**src/design/json_string_escaper_defines.svh**
```systemverilog
// ----------------------------------------------------------------------------
// json_string_escaper_defines
// Assertion macros shared by the escaper rtl.
// ----------------------------------------------------------------------------
`ifndef JSON_STRING_ESCAPER_DEFINES_SVH
`define JSON_STRING_ESCAPER_DEFINES_SVH

// same-cycle implication, checked outside reset
`define ESC_ASSERT(label, ante, cons) \
  label: assert property (@(posedge clk) disable iff (rst) (ante) |-> (cons)) \
    else $error("escaper assertion failed");

// next-cycle implication, checked outside reset
`define ESC_ASSERT_NEXT(label, ante, cons) \
  label: assert property (@(posedge clk) disable iff (rst) (ante) |=> (cons)) \
    else $error("escaper assertion failed");

`endif

```
**src/design/esc_pkg.sv**
```systemverilog
// ----------------------------------------------------------------------------
// esc_pkg
// Types, character codes and helpers shared by the string escaper modules.
// ----------------------------------------------------------------------------
`default_nettype none

package esc_pkg;

  localparam int CFG_WIDTH       = 16;
  localparam int COUNT_WIDTH_DEF = 16;
  localparam int SEQ_MAX         = 6;

  localparam logic [CFG_WIDTH-1:0] CFG_RESET = 16'd256;

  // character codes
  localparam logic [7:0] CH_NUL     = 8'h00;
  localparam logic [7:0] CH_TAB     = 8'h09;
  localparam logic [7:0] CH_LF      = 8'h0a;
  localparam logic [7:0] CH_CR      = 8'h0d;
  localparam logic [7:0] CH_SPACE   = 8'h20;
  localparam logic [7:0] CH_QUOTE   = 8'h22;
  localparam logic [7:0] CH_DIGIT0  = 8'h30;
  localparam logic [7:0] CH_BSLASH  = 8'h5c;
  localparam logic [7:0] CH_LOWER_N = 8'h6e;
  localparam logic [7:0] CH_LOWER_R = 8'h72;
  localparam logic [7:0] CH_LOWER_T = 8'h74;
  localparam logic [7:0] CH_LOWER_U = 8'h75;

  // escape lengths
  localparam logic [2:0] LEN_PLAIN   = 3'd1;
  localparam logic [2:0] LEN_SHORT   = 3'd2;
  localparam logic [2:0] LEN_UNICODE = 3'd6;

  typedef logic [SEQ_MAX-1:0][7:0] esc_seq_t;

  // load request from the count stage to the emitter
  typedef struct packed {
    logic       load;
    logic [2:0] len;
    logic       term;
  } esc_load_t;

  // emitter status back to the count stage
  typedef struct packed {
    logic busy;
    logic room;
  } esc_status_t;

  function automatic logic [7:0] hex_digit(input logic [3:0] v);
    // 'a' - 10 is 8'h57
    return (v < 4'd10) ? (CH_DIGIT0 + {4'h0, v}) : (8'h57 + {4'h0, v});
  endfunction

endpackage

`default_nettype wire

```
**src/design/esc_encoder.sv**
```systemverilog
// ----------------------------------------------------------------------------
// esc_encoder
// Maps one string byte to its escape sequence and length.
// ----------------------------------------------------------------------------
`default_nettype none

module esc_encoder
  import esc_pkg::*;
(
  input  wire logic [7:0] in_byte,
  output esc_seq_t        seq,
  output logic [2:0]      len,
  output logic            term
);

  always_comb begin
    seq     = '0;
    seq[0]  = CH_BSLASH;
    len     = LEN_SHORT;
    term    = 1'b0;
    unique case (in_byte)
      CH_NUL: begin
        seq[0] = CH_NUL;
        len    = LEN_PLAIN;
        term   = 1'b1;
      end
      CH_LF:     seq[1] = CH_LOWER_N;
      CH_CR:     seq[1] = CH_LOWER_R;
      CH_TAB:    seq[1] = CH_LOWER_T;
      CH_BSLASH: seq[1] = CH_BSLASH;
      CH_QUOTE:  seq[1] = CH_QUOTE;
      default: begin
        if (in_byte < CH_SPACE) begin
          seq[1] = CH_LOWER_U;
          seq[2] = CH_DIGIT0;
          seq[3] = CH_DIGIT0;
          seq[4] = hex_digit(in_byte[7:4]);
          seq[5] = hex_digit(in_byte[3:0]);
          len    = LEN_UNICODE;
        end else begin
          seq[0] = in_byte;
          len    = LEN_PLAIN;
        end
      end
    endcase
  end

endmodule

`default_nettype wire

```
**src/design/esc_emitter.sv**
```systemverilog
// ----------------------------------------------------------------------------
// esc_emitter
// Output register plus sequence store; sends one escape byte per beat.
// ----------------------------------------------------------------------------
`default_nettype none

module esc_emitter
  import esc_pkg::*;
(
  input  wire logic      clk,
  input  wire logic      rst,
  input  wire esc_load_t ld,
  input  wire esc_seq_t  seq_in,
  output esc_status_t    st,
  output logic           out_valid,
  input  wire logic      out_stall,
  output logic [7:0]     out_byte,
  output logic           last_of_run,
  output logic           end_of_string
);

`include "json_string_escaper_defines.svh"

  esc_seq_t   seq;
  logic [2:0] len;
  logic [2:0] idx;
  logic       busy;
  logic       room;
  logic       busy_last;

  assign room      = !out_valid || !out_stall;
  assign busy_last = (idx == (len - 3'd1));
  assign st.busy   = busy;
  assign st.room   = room;

  always_ff @(posedge clk) begin
    if (rst) begin
      out_valid <= 1'b0;
      busy      <= 1'b0;
    end else if (room) begin
      out_valid <= ld.load || busy;
      if (ld.load && ld.len != LEN_PLAIN) begin
        busy <= 1'b1;
      end else if (busy && busy_last) begin
        busy <= 1'b0;
      end
    end
  end

  always_ff @(posedge clk) begin
    if (room) begin
      if (ld.load) begin
        seq           <= seq_in;
        len           <= ld.len;
        idx           <= 3'd1;
        out_byte      <= seq_in[0];
        last_of_run   <= (ld.len == LEN_PLAIN);
        end_of_string <= ld.term;
      end else if (busy) begin
        idx           <= idx + 3'd1;
        out_byte      <= seq[idx];
        last_of_run   <= busy_last;
        end_of_string <= 1'b0;
      end
    end
  end

  `ESC_ASSERT(a_load_idle, ld.load, !busy && room)
  `ESC_ASSERT(a_busy_idx, busy, idx < len && len != LEN_PLAIN)
  `ESC_ASSERT(a_term_shape, out_valid && end_of_string, last_of_run && out_byte == CH_NUL)

endmodule

`default_nettype wire

```
**src/design/json_string_escaper.sv**
```systemverilog
// Path: an accepted input beat passes the input register and then the emitter's
// output register before its first output beat. Throughput: one output byte per
// cycle while out_stall is low, set by the single output register; a plain byte
// is one byte, a short escape two and a unicode escape six. Dropped bytes produce no output.
// Reset: output count cleared, buffer size register set to 256.
// ----------------------------------------------------------------------------
// json_string_escaper
// JSON string escaper with output length budget and terminator handling.
// ----------------------------------------------------------------------------
`default_nettype none

module json_string_escaper
  import esc_pkg::*;
#(
  parameter int COUNT_WIDTH = COUNT_WIDTH_DEF
) (
  input  wire logic                 clk,
  input  wire logic                 rst,
  input  wire logic                 cfg_valid,
  output logic                      cfg_ready,
  input  wire logic [CFG_WIDTH-1:0] max_output_length,
  input  wire logic                 in_valid,
  output logic                      in_stall,
  input  wire logic [7:0]           in_byte,
  output logic                      out_valid,
  input  wire logic                 out_stall,
  output logic [7:0]                out_byte,
  output logic                      last_of_run,
  output logic                      end_of_string
);

`include "json_string_escaper_defines.svh"

  localparam int WW = (COUNT_WIDTH > CFG_WIDTH) ? COUNT_WIDTH : CFG_WIDTH;

  logic [CFG_WIDTH-1:0]   buf_size;
  logic [CFG_WIDTH-1:0]   size_m1;
  logic [WW-1:0]          bud_ext;
  logic [WW-1:0]          cap_ext;
  logic [COUNT_WIDTH-1:0] budget;
  logic [COUNT_WIDTH-1:0] written_count;
  logic [COUNT_WIDTH:0]   count_sum;

  logic       s1_valid;
  logic [7:0] s1_byte;
  esc_seq_t   s1_seq;
  logic [2:0] s1_len;
  logic       s1_term;
  logic       fits;
  logic       drop;
  logic       s1_take;

  esc_load_t   ld;
  esc_status_t st;

  // configuration
  assign cfg_ready = 1'b1;

  always_ff @(posedge clk) begin
    if (rst) begin
      buf_size <= CFG_RESET;
    end else if (cfg_valid && cfg_ready) begin
      buf_size <= max_output_length;
    end
  end

  // budget: size minus terminator, zero size acts as one, capped to counter
  assign size_m1 = (buf_size == '0) ? '0 : (buf_size - CFG_WIDTH'(1));
  assign bud_ext = WW'(size_m1);
  assign cap_ext = {WW{1'b1}} >> (WW - COUNT_WIDTH);
  assign budget  = COUNT_WIDTH'((bud_ext > cap_ext) ? cap_ext : bud_ext);

  // input register
  always_ff @(posedge clk) begin
    if (rst) begin
      s1_valid <= 1'b0;
    end else if (!s1_valid || s1_take) begin
      s1_valid <= in_valid;
    end
  end

  always_ff @(posedge clk) begin
    if (!s1_valid || s1_take) begin
      s1_byte <= in_byte;
    end
  end

  esc_encoder u_enc (
    .in_byte (s1_byte),
    .seq     (s1_seq),
    .len     (s1_len),
    .term    (s1_term)
  );

  assign count_sum = {1'b0, written_count} + (COUNT_WIDTH + 1)'(s1_len);
  assign fits      = (count_sum <= {1'b0, budget});
  assign drop      = !s1_term && !fits;
  assign s1_take   = s1_valid && !st.busy && (drop || st.room);
  assign in_stall  = s1_valid && !s1_take;

  assign ld.load = s1_take && !drop;
  assign ld.len  = s1_len;
  assign ld.term = s1_term;

  always_ff @(posedge clk) begin
    if (rst) begin
      written_count <= '0;
    end else if (ld.load) begin
      if (s1_term) begin
        written_count <= '0;
      end else begin
        written_count <= count_sum[COUNT_WIDTH-1:0];
      end
    end
  end

  esc_emitter u_emit (
    .clk           (clk),
    .rst           (rst),
    .ld            (ld),
    .seq_in        (s1_seq),
    .st            (st),
    .out_valid     (out_valid),
    .out_stall     (out_stall),
    .out_byte      (out_byte),
    .last_of_run   (last_of_run),
    .end_of_string (end_of_string)
  );

  `ESC_ASSERT_NEXT(a_count_clear, s1_take && s1_term, written_count == '0)
  `ESC_ASSERT(a_no_take_busy, st.busy, !s1_take)
  `ESC_ASSERT_NEXT(a_drop_keeps_count, s1_take && drop, $stable(written_count))

endmodule

`default_nettype wire
```
**config.mk**
```make
export PLATFORM = sky130hd
export DESIGN_NAME = json_string_escaper
export DESIGN_NICKNAME = d
export VERILOG_FILES = /design/src/design/esc_pkg.sv /design/src/design/esc_encoder.sv /design/src/design/esc_emitter.sv /design/src/design/json_string_escaper.sv
export VERILOG_INCLUDE_DIRS = /design/src /design/src/design
export SDC_FILE = /design/constraint.sdc
export NUM_CORES = 1
export LEC_CHECK = 0
export BUFFER_PORTS_ARGS = -buffer_cell sky130_fd_sc_hd__buf_2
export CAP_MARGIN = 20
export CORE_ASPECT_RATIO = 1.75
export CORE_MARGIN = 1
export CORE_UTILIZATION = 40
export CTS_CLUSTER_SIZE = 30
export DETAILED_ROUTE_END_ITERATION = 10
export GPL_ROUTABILITY_DRIVEN = 0
export GPL_TIMING_DRIVEN = 0
export SLEW_MARGIN = 20
export SYNTH_ARGS = -nofsm -noshare
export SYNTH_HDL_FRONTEND = slang
export SYNTH_SLANG_ARGS = --single-unit
```
**constraint.sdc**
```tcl
create_clock -name clk -period 4.92 [get_ports clk]
set_input_delay 0.492 -clock clk [delete_from_list [all_inputs] [get_ports clk]]
set_output_delay 0.492 -clock clk [all_outputs]
set_load 0.01 [all_outputs]
```
## Word level (Yosys, flattened, before mapping)

Index checks and enable logic that the tools add are counted.

- Register bits: 107
- Input port bits: 29
- Output and inout bits: 13

- $add $sub $neg: 8
- Order comparisons: 6
- Equality and inequality tests: 8
- Multiplexer cells: 23
- Bitwise logic cells: 1
- Reduce and logical (&&, ||, !) cells: 29

Operators with widths:

| kind | count |
|---|---|
| 16-bit 2-to-1 mux | 3 |
| 8-bit 2-to-1 mux | 6 |
| 8-bit case mux with 6 select lines | 1 |
| 8-bit binary-select mux with 3-bit select | 1 |
| 8-bit by 4-bit == test with 1-bit output, second input constant | 3 |
| 22-bit 2-to-1 mux | 1 |
| 16-bit by 3-bit adder with 17-bit output | 1 |
| 17-bit by 16-bit less-or-equal comparator with 1-bit output | 1 |
| 7-bit by 4-bit adder with 8-bit output, first input constant | 2 |
| 16-bit > comparator, second input constant | 1 |
| 16-bit logical NOT | 1 |
| 8-bit case mux with 2 select lines | 1 |
| 16-bit by 1-bit subtractor with 16-bit output, second input constant | 1 |
| 6-bit by 4-bit adder with 7-bit output, first input constant | 2 |
| 8-bit by 6-bit == test with 1-bit output, second input constant | 1 |
| 8-bit by 7-bit == test with 1-bit output, second input constant | 1 |
| 1-bit logical NOT | 8 |
| 8-bit logical NOT | 1 |
| 4-bit < comparator, second input constant | 2 |
| 8-bit by 6-bit < comparator with 1-bit output, second input constant | 1 |
| 1-bit logical AND | 7 |
| 1-bit 2-to-1 mux | 7 |
| 7-bit OR reduction | 1 |
| 3-bit 2-to-1 mux | 2 |
| 13 further kinds | 19 |

## Longest topological paths before layout

- Word-level depth: 13
- Gate-level depth with buffers: 24
- Gate-level depth less buffers: 24

## Hierarchy

Synthesis repeated with hierarchy kept, for this count alone.

- Cells, all modules: 525
- Area total of the unflattened synthesis: 5870.6 sq um

By module, submodules not included:

| module | times used | cells an instance | area each (sq um) |
|---|---|---|---|
| esc_emitter | 1 | 143 | 2611.3 |
| json_string_escaper | 1 | 278 | 2528.7 |
| esc_encoder | 1 | 104 | 730.7 |

## Worst setup path after synthesis

No wires, ideal clock.

- Kind: flip-flop to flip-flop
- Start point: register s1_byte[5]
- End point: register u_emit.end_of_string, enable pin
- Data arrival time: 5.014 ns
- Data required time: 4.538 ns
- Setup slack: -0.477 ns
- Stages on the path, launching flop included: 23
- Cells stage by stage: edfxtp_1 inv_1 ha_1 nor4bb_2 nand2_1 clkbuf_1 nand2_1 ha_1 inv_1 fa_1 inv_1 nand2_1 a211oi_4 o211ai_1 xor2_1 inv_1 ha_1 a21oi_1 o21ai_1 a2111oi_1 a211o_2 a31oi_1 nor2_1

RTL lines:

| what | line | RTL |
|---|---|---|
| start, declared | json_string_escaper.sv:45 | `logic [7:0] s1_byte;` |
| start signal, assigned | json_string_escaper.sv:84 | `s1_byte <= in_byte;` |
| end signal, assigned | esc_emitter.sv:58 | `end_of_string <= ld.term;` |
| end, declared | esc_emitter.sv:19 | `output logic end_of_string` |

==> flow_metrics.tcl <==
set metrics [dict create \
    max_freq_mhz 181 \
    synth.cell_area_um2 5370 \
    wl_mm 15.4 \
    numClockSinks 89 \
    tightest_slew_ns 0.904 \
    final_layout_size_suffix_gt1_frac 0.313 \
    first_global_vias 4737 \
    crit_chain "inv_2 -> buf_4 -> ha_1 -> nand3_1 -> and3_4 -> o21ai_4 -> nand2_2 -> ha_4 -> inv_2 -> fa_2 -> inv_2 -> nand2_2 -> a211oi_4 -> nor2_2 -> nor2_2 -> xor2_1 -> ha_1 -> and4_4 -> nand2_2 -> a31o_4 -> a211o_4 -> and3_4 -> o21a_1 -> buf_2" \
    routedWlPerCell_um 18.8 \
    n_fill_cell 1154 \
    numCtsBuffers 9 \
    hold_class "primary input to register" \
    final_cell_mix "edfxtp_1, buf_2, buf_4" \
    synth_top_flop_cell "edfxtp_1" \
    path_class "register to output pin" \
    cts_htree_levels 3 \
    cp_slowest_cell "edfxtp_1" \
    core_area_um2 13000 \
    cp.buffers_inverters 5 \
    placed_area_um2 5920 \
    required_ns 4.43 \
    drtIter0Drc 173 \
    tritoncts "done" \
    vdd_drop_max_mv 0.196 \
    async_flop_share 0 \
    powerDensity_nw_per_um2 282 \
    cts_root_buffer "clkbuf_16" \
    synth.avg_cell_area_um2 10.1 \
    leakage_nw 2.91 \
    place_ws_ns -0.937 \
    hold_viol_final 0 \
    cp_max_fo 6 \
    r2r_slack_ns -0.37 \
    grt_max_degree 21 \
    antenna_found_initial 0 \
    via_count 4623 \
    die_area_um2 13900 \
    fp.dieW_um 89.6 \
    viasPerCell 5.66 \
    holdPathStages 1 \
    drv_cap 0 \
    setup_viol 82 \
    layout_commonest_cell "edfxtp_1" \
    grt_pass1_wl_mm 23.8 \
    drcViolationCount 0 \
    synth_seq_cells 89 \
    num_io_pins 42 \
    ys_warn_count 0 \
    port_buffers 38 \
    fin_ws_ns -0.598 \
    clockBufferDepth 2 \
    synthToLayoutAreaGrowth_pct 31.8 \
    hold_start "in_byte[2]" \
    num_rows 55 \
    min_period_ns 5.52 \
    reg2reg_from "s1_byte[1]" \
    cp_slowest_stage_delay_ns 0.46 \
    worstPathArrival_ns 5.03 \
    clk_pin_slew_ns 0.06 \
    die_h_um 155 \
    stdcell_area_um2 7080 \
    status "finished with violations" \
    start_util 0.413 \
    maxSlewViolCount 0 \
    synth.yosys.seq_area_share 0.432 \
    dp_hpwl_mm 10.6 \
    start_kind "register" \
    crit_path_end_kind "output pin" \
    synth_edf_count 54 \
    ant_nets 0 \
    relSlewSlack 0.395 \
    numPlacedInstances 742 \
    r2r_cells 28 \
    cp-startpoint "s1_byte[1]" \
    synthDistinctLibCells 76 \
    period_share 1.12 \
    globalRouteTotalUtil 0.230 \
    worstReg2RegEnd "u_emit.seq[28]" \
    min_to "s1_byte[2]" \
    clock-skew-final_ns 0.00891 \
    violations "negative setup slack" \
    netlist_instances 530 \
    clk_latency_ns 0.35 \
    cts_hold_buf 0 \
    rsz0062_at_grt "yes" \
    grt-ovfl-total 0 \
    stdcell_count 817 \
    cpLargestDelayFamily "simple AND/OR/NAND/NOR gates" \
    nNetsFinal 699 \
    antennaDiodeCount 0 \
    drt_first_pass_iters 4 \
]
metrics by stage:
stage               TNS [ns]  hold slack [ns]  power [mW]   util
CTS                    -5.48            0.309        1.94  0.514
detailed placement    -68.07            0.508        1.22  0.455
global placement      -60.13            0.502        1.21  0.455
global route          -31.63            0.308        2.08  0.544
finish                -21.92            0.317        2.00  0.544
floorplan                  0            0.483        1.12      -
kinds of logic after synthesis:
group | synth area share
AOI/OAI and AO/OA | 0.123
and+or+nand+nor | 0.202
other | 0.00140
adders and majority gates | 0.0690
DFF | 0.432
buffers and inverters | 0.0443
xor gates and xnor gates | 0.0522
muxes | 0.0760
registers in the layout, summed over array words and instances (netlist names):
name                  cells
buf_size                 16
s1_byte                   8
s1_valid                  1
u_emit.busy               1
u_emit.end_of_string      1
u_emit.idx                3
u_emit.last_of_run        1
u_emit.len                3
u_emit.out_byte           8
u_emit.out_valid          1
u_emit.seq               30
written_count            16
cell type report:
class	instances	area [um2]	area share
clock inverter	7	53.8	0.00760
timing repair inverter	6	82.6	0.0117
multi-input combinational	386	3170	0.449
inverter	30	125	0.0177
clock buffer	9	225	0.0318
tap	171	214	0.0302
timing repair buffer	92	741	0.105
sequential	89	2320	0.328
buffer	27	138	0.0195
Yosys cell counts, types with 12 or more instances:
cell,count,area [um2]
inv_1,28,105
nand4_1,12,75.1
edfxtp_1,54,1620
nand3_1,20,100
a21oi_1,13,65.1
or4_1,13,97.6
ha_1,28,350
xor2_1,14,123
nor2_1,40,150
clkbuf_1,18,67.6
xnor2_1,18,158
mux2i_1,22,220
o21ai_0,16,80.1
nand2_1,42,158
nor2b_1,15,93.8
dfxtp_1,35,701
worst max-delay path by stage:
stage                  to  slack (ns)  cells after the start
6_report         in_stall       -0.60                     24
5_1_grt          in_stall       -0.71                     24
4_1_cts          in_stall       -0.49                     24
3_5_place_dp   s1_byte[1]       -0.94                     22
3_3_place_gp   s1_byte[2]       -0.86                     22
2_1_floorplan    in_stall        0.02                     22
power by group:
part | leakage, nW | internal, mW | switching [mW]
sequential | 0.803 | 0.840 | 0.0306
combinational | 1.97 | 0.220 | 0.245
clock | 0.140 | 0.347 | 0.315
per-layer routing:
layer	up-vias	part of all wire	GRT usage
li1	2167	-	-
met1	2202	0.32	0.207
met2	174	0.57	0.441
met3	80	0.034	0.0408
met4	0	0.075	0.154
met5	-	0	0
repair_timing:
item,in CTS,in global routing
pin swaps,24,26
resized for setup,32,52
cloned,2,5
setup buffers,38,16
setup endpoints to repair,86,85
Note: power is estimated with default switching activity, not from simulation.
